===== src/rtl/core/efc_pkg.sv =====
// ----------------------------------------------------------------------------
// Ethernet frame classifier package
// Shared constants, header offsets, host patterns and the result record.
// ----------------------------------------------------------------------------
package efc_pkg;

  localparam int unsigned MAX_FRAME_BYTES_DEF = 2048;
  localparam int unsigned PATTERN_BYTES_DEF   = 16;

  localparam logic [15:0] TYPE_IPV4 = 16'h0800;
  localparam logic [15:0] TYPE_ARP  = 16'h0806;
  localparam logic [7:0]  PROTO_TCP = 8'd6;
  localparam logic [15:0] WEB_PORT  = 16'd80;
  localparam logic [15:0] ARP_REPLY = 16'd2;

  localparam logic [7:0] FLAG_SYN = 8'h02;
  localparam logic [7:0] FLAG_ACK = 8'h10;

  localparam int unsigned POS_TYPE_HI  = 12;
  localparam int unsigned POS_TYPE_LO  = 13;
  localparam int unsigned POS_IHL      = 14;
  localparam int unsigned POS_ARP_HI   = 20;
  localparam int unsigned POS_ARP_LO   = 21;
  localparam int unsigned POS_PROTO    = 23;
  localparam int unsigned POS_SRC_LO   = 26;
  localparam int unsigned POS_SRC_HI   = 29;
  localparam int unsigned TCP_BASE     = 14;

  localparam int unsigned TCP_DPORT_HI = 2;
  localparam int unsigned TCP_DPORT_LO = 3;
  localparam int unsigned TCP_DOFF     = 12;
  localparam int unsigned TCP_FLAGS    = 13;

  // bytes that can lie between payload start and the data offset byte
  localparam int unsigned LOOKBACK = 12;

  // host patterns, last character in the low byte
  localparam int unsigned HOST_A_LEN = 16;
  localparam int unsigned HOST_B_LEN = 13;
  localparam logic [8*HOST_A_LEN-1:0] HOST_A = 128'h7777772e676f6f676c652e636f2e756b;
  localparam logic [8*HOST_B_LEN-1:0] HOST_B = 104'h7777772e6262632e636f2e756b;

  typedef enum logic [1:0] {
    BLK_NONE   = 2'd0,
    BLK_FIRST  = 2'd1,
    BLK_SECOND = 2'd2
  } blocked_e;

  typedef struct packed {
    logic        arp_reply;
    blocked_e    blocked_host;
    logic [31:0] source_address;
    logic        syn_without_ack;
  } efc_result_t;

endpackage


===== src/rtl/core/efc_parse.sv =====
// ----------------------------------------------------------------------------
// Ethernet frame classifier parse stage
// Per-byte header capture, payload window and host match; result on last byte.
// ----------------------------------------------------------------------------
module efc_parse #(
  parameter int unsigned MAX_FRAME_BYTES = efc_pkg::MAX_FRAME_BYTES_DEF,
  parameter int unsigned PATTERN_BYTES   = efc_pkg::PATTERN_BYTES_DEF
) (
  input  logic                clk_i,
  input  logic                rst_ni,
  input  logic                step_i,
  input  logic [7:0]          byte_i,
  input  logic                last_i,
  output efc_pkg::efc_result_t res_o
);

  localparam int unsigned PW  = $clog2(MAX_FRAME_BYTES + 1);
  localparam int unsigned WIN = PATTERN_BYTES - 1;

  logic [PW-1:0] pos_q, pos_d;
  logic [15:0]   ftype_q, ftype_d;
  logic [7:0]    proto_q, proto_d;
  logic [31:0]   src_q, src_d;
  logic [6:0]    tstart_q, tstart_d;
  logic [3:0]    doff_q, doff_d;
  logic [15:0]   dport_q, dport_d;
  logic [7:0]    flags_q, flags_d;
  logic [15:0]   arpop_q, arpop_d;
  logic [1:0]    hits_q, hits_d;
  logic          zero_q, zero_d;
  logic [7:0]    win_q [WIN];
  logic [7:0]    full_w [PATTERN_BYTES];

  logic          active;
  logic          tcp_zone;
  logic [PW-1:0] rel;
  logic [3:0]    doff_eff;
  logic [PW-1:0] ps_rel;
  logic          in_pay;
  logic          body;
  logic [3:0]    span;
  logic          lb_zero;
  logic          zprev;
  logic          eq_a, eq_b;
  logic          tcp, syn;

  assign full_w[0] = byte_i;
  for (genvar j = 1; j < PATTERN_BYTES; j++) begin : g_full
    assign full_w[j] = win_q[j-1];
  end

  if (efc_pkg::HOST_A_LEN <= PATTERN_BYTES) begin : g_cmp_a
    always_comb begin
      eq_a = 1'b1;
      for (int j = 0; j < efc_pkg::HOST_A_LEN; j++) begin
        if (full_w[j] != efc_pkg::HOST_A[8*j +: 8]) eq_a = 1'b0;
      end
    end
  end else begin : g_no_a
    assign eq_a = 1'b0;
  end

  if (efc_pkg::HOST_B_LEN <= PATTERN_BYTES) begin : g_cmp_b
    always_comb begin
      eq_b = 1'b1;
      for (int j = 0; j < efc_pkg::HOST_B_LEN; j++) begin
        if (full_w[j] != efc_pkg::HOST_B[8*j +: 8]) eq_b = 1'b0;
      end
    end
  end else begin : g_no_b
    assign eq_b = 1'b0;
  end

  assign active   = pos_q < PW'(MAX_FRAME_BYTES);
  assign rel      = pos_q - PW'(tstart_q);
  assign tcp_zone = (pos_q > PW'(efc_pkg::POS_IHL)) && (pos_q >= PW'(tstart_q));
  assign doff_eff = (rel == PW'(efc_pkg::TCP_DOFF)) ? byte_i[7:4] : doff_q;
  assign ps_rel   = PW'({doff_eff, 2'b00});
  assign in_pay   = tcp_zone && (rel >= ps_rel);
  assign body     = tcp_zone && (rel >= PW'(efc_pkg::TCP_DOFF));
  assign span     = 4'(efc_pkg::LOOKBACK) - {doff_eff[1:0], 2'b00};

  always_comb begin
    lb_zero = 1'b0;
    for (int k = 1; k <= efc_pkg::LOOKBACK; k++) begin
      if ((doff_eff[3:2] == 2'b00) && (4'(k) <= span) && (win_q[k-1] == 8'h00)) begin
        lb_zero = 1'b1;
      end
    end
  end

  assign zprev = (rel == PW'(efc_pkg::TCP_DOFF)) ? lb_zero : zero_q;

  always_comb begin
    pos_d    = pos_q;
    ftype_d  = ftype_q;
    proto_d  = proto_q;
    src_d    = src_q;
    tstart_d = tstart_q;
    doff_d   = doff_q;
    dport_d  = dport_q;
    flags_d  = flags_q;
    arpop_d  = arpop_q;
    hits_d   = hits_q;
    zero_d   = zero_q;
    if (active) begin
      pos_d = pos_q + PW'(1);
      if (pos_q == PW'(efc_pkg::POS_TYPE_HI)) ftype_d = {byte_i, 8'h00};
      if (pos_q == PW'(efc_pkg::POS_TYPE_LO)) ftype_d = {ftype_q[15:8], byte_i};
      if (pos_q == PW'(efc_pkg::POS_IHL)) begin
        tstart_d = 7'(efc_pkg::TCP_BASE) + {1'b0, byte_i[3:0], 2'b00};
      end
      if (pos_q == PW'(efc_pkg::POS_ARP_HI)) arpop_d = {byte_i, 8'h00};
      if (pos_q == PW'(efc_pkg::POS_ARP_LO)) arpop_d = {arpop_q[15:8], byte_i};
      if (pos_q == PW'(efc_pkg::POS_PROTO))  proto_d = byte_i;
      if ((pos_q >= PW'(efc_pkg::POS_SRC_LO)) && (pos_q <= PW'(efc_pkg::POS_SRC_HI))) begin
        src_d = {src_q[23:0], byte_i};
      end
      if (tcp_zone) begin
        if (rel == PW'(efc_pkg::TCP_DPORT_HI)) dport_d = {byte_i, 8'h00};
        if (rel == PW'(efc_pkg::TCP_DPORT_LO)) dport_d = {dport_q[15:8], byte_i};
        if (rel == PW'(efc_pkg::TCP_DOFF))     doff_d  = byte_i[7:4];
        if (rel == PW'(efc_pkg::TCP_FLAGS))    flags_d = byte_i;
      end
      if (body) begin
        if (!zprev && eq_a && (rel >= ps_rel + PW'(efc_pkg::HOST_A_LEN - 1))) hits_d[0] = 1'b1;
        if (!zprev && eq_b && (rel >= ps_rel + PW'(efc_pkg::HOST_B_LEN - 1))) hits_d[1] = 1'b1;
        zero_d = zprev || (in_pay && (byte_i == 8'h00));
      end
    end
  end

  assign tcp = (ftype_d == efc_pkg::TYPE_IPV4) && (proto_d == efc_pkg::PROTO_TCP);
  assign syn = tcp && ((flags_d & efc_pkg::FLAG_SYN) != 8'h00)
                   && ((flags_d & efc_pkg::FLAG_ACK) == 8'h00);

  always_comb begin
    res_o.syn_without_ack = syn;
    res_o.source_address  = syn ? src_d : 32'h0;
    res_o.blocked_host    = efc_pkg::BLK_NONE;
    if (tcp && (dport_d == efc_pkg::WEB_PORT)) begin
      if (hits_d[0]) begin
        res_o.blocked_host = efc_pkg::BLK_FIRST;
      end else if (hits_d[1]) begin
        res_o.blocked_host = efc_pkg::BLK_SECOND;
      end
    end
    res_o.arp_reply = (ftype_d == efc_pkg::TYPE_ARP) && (arpop_d == efc_pkg::ARP_REPLY);
  end

  always_ff @(posedge clk_i or negedge rst_ni) begin
    if (!rst_ni) begin
      pos_q    <= '0;
      ftype_q  <= '0;
      proto_q  <= '0;
      src_q    <= '0;
      tstart_q <= '0;
      doff_q   <= '0;
      dport_q  <= '0;
      flags_q  <= '0;
      arpop_q  <= '0;
      hits_q   <= '0;
      zero_q   <= 1'b0;
    end else if (step_i) begin
      if (last_i) begin
        pos_q    <= '0;
        ftype_q  <= '0;
        proto_q  <= '0;
        src_q    <= '0;
        tstart_q <= '0;
        doff_q   <= '0;
        dport_q  <= '0;
        flags_q  <= '0;
        arpop_q  <= '0;
        hits_q   <= '0;
        zero_q   <= 1'b0;
      end else begin
        pos_q    <= pos_d;
        ftype_q  <= ftype_d;
        proto_q  <= proto_d;
        src_q    <= src_d;
        tstart_q <= tstart_d;
        doff_q   <= doff_d;
        dport_q  <= dport_d;
        flags_q  <= flags_d;
        arpop_q  <= arpop_d;
        hits_q   <= hits_d;
        zero_q   <= zero_d;
      end
    end
  end

  always_ff @(posedge clk_i) begin
    if (step_i && active) begin
      win_q[0] <= byte_i;
      for (int j = 1; j < WIN; j++) begin
        win_q[j] <= win_q[j-1];
      end
    end
  end

endmodule


===== src/rtl/core/ethernet_frame_classifier.sv =====
// ----------------------------------------------------------------------------
// Ethernet frame classifier
// Parses a byte stream of Ethernet frames and reports one verdict per frame.
// ----------------------------------------------------------------------------
//  channel   dir  request                    tdata bits (low first)
//  s_axis    in   one frame byte             [7:0] frame_byte; tlast frame_last
//  m_axis    out  one verdict per frame      [0] syn_without_ack,
//                                            [32:1] source_address,
//                                            [34:33] blocked_host,
//                                            [35] arp_reply, [39:36] zero
//
//  One byte a cycle sustained while no verdict is held; a byte passes the
//  input register, then the parse stage, and the verdict for a last byte
//  is then registered in the output register once the parse stage takes it.
//  Reset clears frame state and both valid flags; no clearing pass.
//  A held verdict stalls only a last byte; other bytes keep flowing.
// ----------------------------------------------------------------------------
module ethernet_frame_classifier #(
  parameter int unsigned MAX_FRAME_BYTES = efc_pkg::MAX_FRAME_BYTES_DEF,
  parameter int unsigned PATTERN_BYTES   = efc_pkg::PATTERN_BYTES_DEF
) (
  input  logic        clk_i,
  input  logic        rst_ni,
  input  logic        s_axis_tvalid,
  output logic        s_axis_tready,
  input  logic [7:0]  s_axis_tdata,   // [7:0] frame_byte
  input  logic        s_axis_tlast,   // frame_last
  output logic        m_axis_tvalid,
  input  logic        m_axis_tready,
  output logic [39:0] m_axis_tdata    // syn_without_ack, source_address,
                                      // blocked_host, arp_reply, zero pad
);

  logic                 in_vld_q;
  logic [7:0]           in_byte_q;
  logic                 in_last_q;
  logic                 out_vld_q;
  efc_pkg::efc_result_t out_q;
  efc_pkg::efc_result_t res;
  logic                 out_free;
  logic                 adv;

  assign out_free      = !out_vld_q || m_axis_tready;
  assign adv           = in_vld_q && (!in_last_q || out_free);
  assign s_axis_tready = !in_vld_q || adv;

  always_ff @(posedge clk_i or negedge rst_ni) begin
    if (!rst_ni) begin
      in_vld_q <= 1'b0;
    end else if (s_axis_tready) begin
      in_vld_q <= s_axis_tvalid;
    end
  end

  always_ff @(posedge clk_i) begin
    if (s_axis_tvalid && s_axis_tready) begin
      in_byte_q <= s_axis_tdata;
      in_last_q <= s_axis_tlast;
    end
  end

  efc_parse #(
    .MAX_FRAME_BYTES(MAX_FRAME_BYTES),
    .PATTERN_BYTES  (PATTERN_BYTES)
  ) u_parse (
    .clk_i (clk_i),
    .rst_ni(rst_ni),
    .step_i(adv),
    .byte_i(in_byte_q),
    .last_i(in_last_q),
    .res_o (res)
  );

  always_ff @(posedge clk_i or negedge rst_ni) begin
    if (!rst_ni) begin
      out_vld_q <= 1'b0;
    end else if (out_free) begin
      out_vld_q <= adv && in_last_q;
    end
  end

  always_ff @(posedge clk_i) begin
    if (out_free && adv && in_last_q) begin
      out_q <= res;
    end
  end

  assign m_axis_tvalid = out_vld_q;
  assign m_axis_tdata  = {4'h0, out_q};

  a_in_hold: assert property (@(posedge clk_i) disable iff (!rst_ni)
    in_vld_q && !adv |=> in_vld_q && $stable(in_byte_q) && $stable(in_last_q))
    else $error("input register lost a held byte");

  a_src_zero: assert property (@(posedge clk_i) disable iff (!rst_ni)
    out_vld_q && !out_q.syn_without_ack |-> out_q.source_address == 32'h0)
    else $error("source address set without syn flag");

  a_arp_excl: assert property (@(posedge clk_i) disable iff (!rst_ni)
    out_vld_q && out_q.arp_reply |->
      !out_q.syn_without_ack && out_q.blocked_host == efc_pkg::BLK_NONE)
    else $error("arp verdict mixed with tcp verdict");

  a_last_only: assert property (@(posedge clk_i) disable iff (!rst_ni)
    adv && !in_last_q && out_free |=> !out_vld_q)
    else $error("verdict raised on a byte that is not last");

endmodule


===== config.mk =====
export PLATFORM = sky130hd
export DESIGN_NAME = ethernet_frame_classifier
export DESIGN_NICKNAME = d
export VERILOG_FILES = /design/src/rtl/core/efc_pkg.sv /design/src/rtl/core/efc_parse.sv /design/src/rtl/core/ethernet_frame_classifier.sv
export SDC_FILE = /design/constraint.sdc
export NUM_CORES = 1
export LEC_CHECK = 0
export ABC_AREA = 0
export BUFFER_PORTS_ARGS = -buffer_cell sky130_fd_sc_hd__buf_4
export CAP_MARGIN = 20
export CORE_AREA = 5 5 185 187
export CTS_BUF_LIST = sky130_fd_sc_hd__clkbuf_16
export CTS_CLUSTER_DIAMETER = 120
export CTS_CLUSTER_SIZE = 28
export DETAILED_ROUTE_END_ITERATION = 8
export DIE_AREA = 0 0 190 192
export GPL_ROUTABILITY_DRIVEN = 0
export SLEW_MARGIN = 20
export SYNTH_ARGS = -nofsm -noshare
export SYNTH_HDL_FRONTEND = slang
export SYNTH_SLANG_ARGS = --single-unit

===== constraint.sdc =====
create_clock -name clk_i -period 9.49 [get_ports clk_i]
set_input_delay 0.4745 -clock clk_i [delete_from_list [all_inputs] [get_ports clk_i]]
set_output_delay 0.4745 -clock clk_i [all_outputs]
set_load 0.01 [all_outputs]

==> flow_summary.ini <==
[worst_setup_path]
crit_required_ns = 9.82
worstSetupEndpoint = m_axis_tdata[34]
reg2reg_to = m_axis_tdata[34]
rr_worst_depth = 19
cp_data_arrival_time_ns = 5.20
endpoint_kind = register
r2r_slack_ns = 4.62
worstSetupStartpointType = register
crit_fanout = 6
critPathKind = reg -> reg
regToRegStartpoint = u_parse.pos_q[1]
crit_start = u_parse.pos_q[1]

[sta]
fin_tns_setup_ns = 0
post-route-period-util = 0.5128
max_freq_mhz = 205.5
relSlewSlack = 0.3768
hold_slack_ns = 0.02598
period_minus_slack_ns = 4.867
slew_violations = 0
tightest_slew_ns = 0.9348
hold_viol = 0
clock_skew_ns = 0.01838
setup_violations = 0
rsz0062_at_grt = false

[final_layout]
final_cells = 1567
mostFrequentLayoutCell = nand2_1
final_cell_mix = nand2_1, edfxtp_1, dfrtp_1
fin_nets = 1156
area_growth_pct = 9.565
nFillCells = 2983
drive_gt1_frac = 0.1183

[power]
comb_power_share = 0.129
clkPwrFrac = 0.267
swShare = 0.2739
p_leak_nw = 5.212
intPower_mw = 1.874
finalPower_mw = 2.582
power.switching_mw = 0.7072
peakVddDrop_uv = 123.7
power_density_nw_per_um2 = 184.9
p_seq_frac = 0.603

[yosys]
synth_seq_cells = 282
netlist.top_cell.by_area = edfxtp_1
yosys.cell_types.count = 72
avgSynthCellArea_um2 = 11.65
synth_top_area_share = 0.3889
synthCells = 1094
synth_edf_count = 165
ys_async_sr_fraction = 0.4149
syn-cell-area_um2 = 12740
seq_area_frac_synth = 0.6187
synth.area.top_cells = edfxtp_1, dfrtp_1, nand2_1
yosysWarningCount = 0
synth_ff_type = edfxtp_1

[routing]
drt_wl_total_um = 29160
firstDrtPassIters = 5
route.detailed.drc = 0
vias_per_cell = 5.459
ant_nets = 0
dr.first_iter.drc_count = 697
drt-wirelength-per-cell_um = 18.61
vias = 8555

[cts]
ctsHtreeMaxLevel = 1
cts_made_buffers = 14
clockRootBuffer = clkbuf_16
ctsResizeCount = 0
cts_hold_buf = 0
cts_tree = yes
clk_path_buf_depth = 3
cts_num_sinks = 282
cts.reportedPaths.clkPinSlew_ns = 0.11
clock_latency_ns = 0.51
cts_setup_buffers = 0

[floorplan]
row_count = 66
dieArea_um2 = 36480
chipHeight_um = 192
initial_core_util = 0.3946
ios = 55
die_x_um = 190
core_um2 = 32290

[min_path]
hold_class = in -> async

[run]
maxCapViolations = 0

[outcome]
status = finished clean

[global_routing]
grt_max_degree = 80
grt_pass1_wl_um = 47060
grt_antenna_before_repair = 0
grt_usage = 0.1581
grt_pass1_vias = 8408
grt_overflow = 0

[placement]
port_buffers = 50
dp.cells = 1542
dpl.hpwl_um = 19090
[Yosys cell counts, types with 5 or more instances]
master / count
nor2_1: 43
nand4_1: 29
mux2i_1: 11
nand2_1: 179
nand3_1: 17
ha_1: 26
a22o_1: 17
a21boi_0: 32
dfrtp_1: 117
nor3_1: 20
a22oi_1: 18
or4_1: 7
clkbuf_1: 45
nor2b_1: 10
o21ai_1: 9
inv_1: 19
and3_1: 6
nand4b_1: 9
a21oi_2: 30
a21o_1: 8
edfxtp_1: 165
a21oi_1: 32
o21ai_0: 83
or3_1: 7
xor2_1: 13
a31oi_1: 11
buf_4: 6
nand2b_1: 5
and2_1: 8
and2_0: 8
nor4_1: 32
[through the flow]
stage                     area (um2)  utilization  setup slack (ns)
after CTS                      13960       0.4323             4.659
after global placement         13530       0.4189             4.833
after floorplan                12750            -             2.458
final                          13960       0.4323             4.623
after detailed placement       13530       0.4189             4.699
after global routing           13960       0.4323             4.297
[flip-flops by register name, summed over array words and instances (netlist names), 8 cells and up]
signal	count
u_parse.win_q	120
m_axis_tdata	36
u_parse.src_q	32
u_parse.arpop_q	16
u_parse.dport_q	16
u_parse.ftype_q	16
u_parse.pos_q	12
in_byte_q	8
u_parse.proto_q	8
[routing by layer]
metal / routed length (um) / up-vias / global-route usage
met3: 1311 / 35 / 0.01836
met4: 495 / 0 / 0.03673
met2: 13790 / 204 / 0.2549
met1: 13560 / 4253 / 0.2311
met5: 0 / - / 0
li1: - / 4063 / -
[cell type report]
class | instances | area [um2] | area share
sequential | 282 | 7883 | 0.5647
antenna | 1 | 2.502 | 0.0001793
tap | 442 | 553.0 | 0.03962
clock inverter | 9 | 55.05 | 0.003944
clock buffer | 15 | 375.4 | 0.02689
multi-input combinational | 734 | 4536 | 0.3249
inverter | 20 | 75.07 | 0.005378
timing repair buffer | 64 | 480.5 | 0.03442
[worst min path at each step]
stage                     slack [ns]            startpoint                    to
final                           0.03                rst_ni     u_parse.src_q[10]
after global routing            0.08                rst_ni     u_parse.src_q[10]
after CTS                       0.06                rst_ni     u_parse.src_q[10]
after detailed placement        0.43  u_parse.win_q[13][3]  u_parse.win_q[14][3]
after global placement          0.42  u_parse.win_q[13][3]  u_parse.win_q[14][3]
after floorplan                 0.18                rst_ni              in_vld_q
[power groups by stage]
stage | Clock (mW) | Combinational [mW] | Sequential (mW)
4_1_cts | 0.715 | 0.337 | 1.56
2_1_floorplan | 0 | 0.246 | 1.55
6_report | 0.690 | 0.334 | 1.56
3_3_place_gp | 0 | 0.329 | 1.58
5_1_grt | 0.764 | 0.382 | 1.58
3_5_place_dp | 0 | 0.336 | 1.58
[critical path, cell delays in order, from the launching register on]
cell     delay [ns]
dfrtp_1        0.45
inv_1          0.14
ha_1           0.17
inv_1          0.05
fa_1           0.42
a21o_1         0.21
nor4_1         0.27
o211a_1        0.21
o21ai_0        0.12
or3_1          0.47
mux2i_1        0.47
a21oi_1        0.15
xor2_1         0.17
ha_1           0.31
a21o_1         0.18
a21oi_1        0.17
and2_1         0.16
o21ai_0        0.08
a41oi_1        0.26
nor3b_1        0.23
[cell families after synthesis]
kind of cell	count (synthesis)	share of synthesized area
AND/OR/NAND/NOR	408	0.1634
adder cells (fa/ha/maj)	27	0.02710
flip-flops	282	0.6187
AO/OA/AOI/OAI	264	0.1394
other	1	0.0002943
multiplexers	13	0.01041
XOR/XNOR	18	0.01296
buffers and inverters	81	0.02779
No activity file was read; power rests on OpenSTA's default activity.
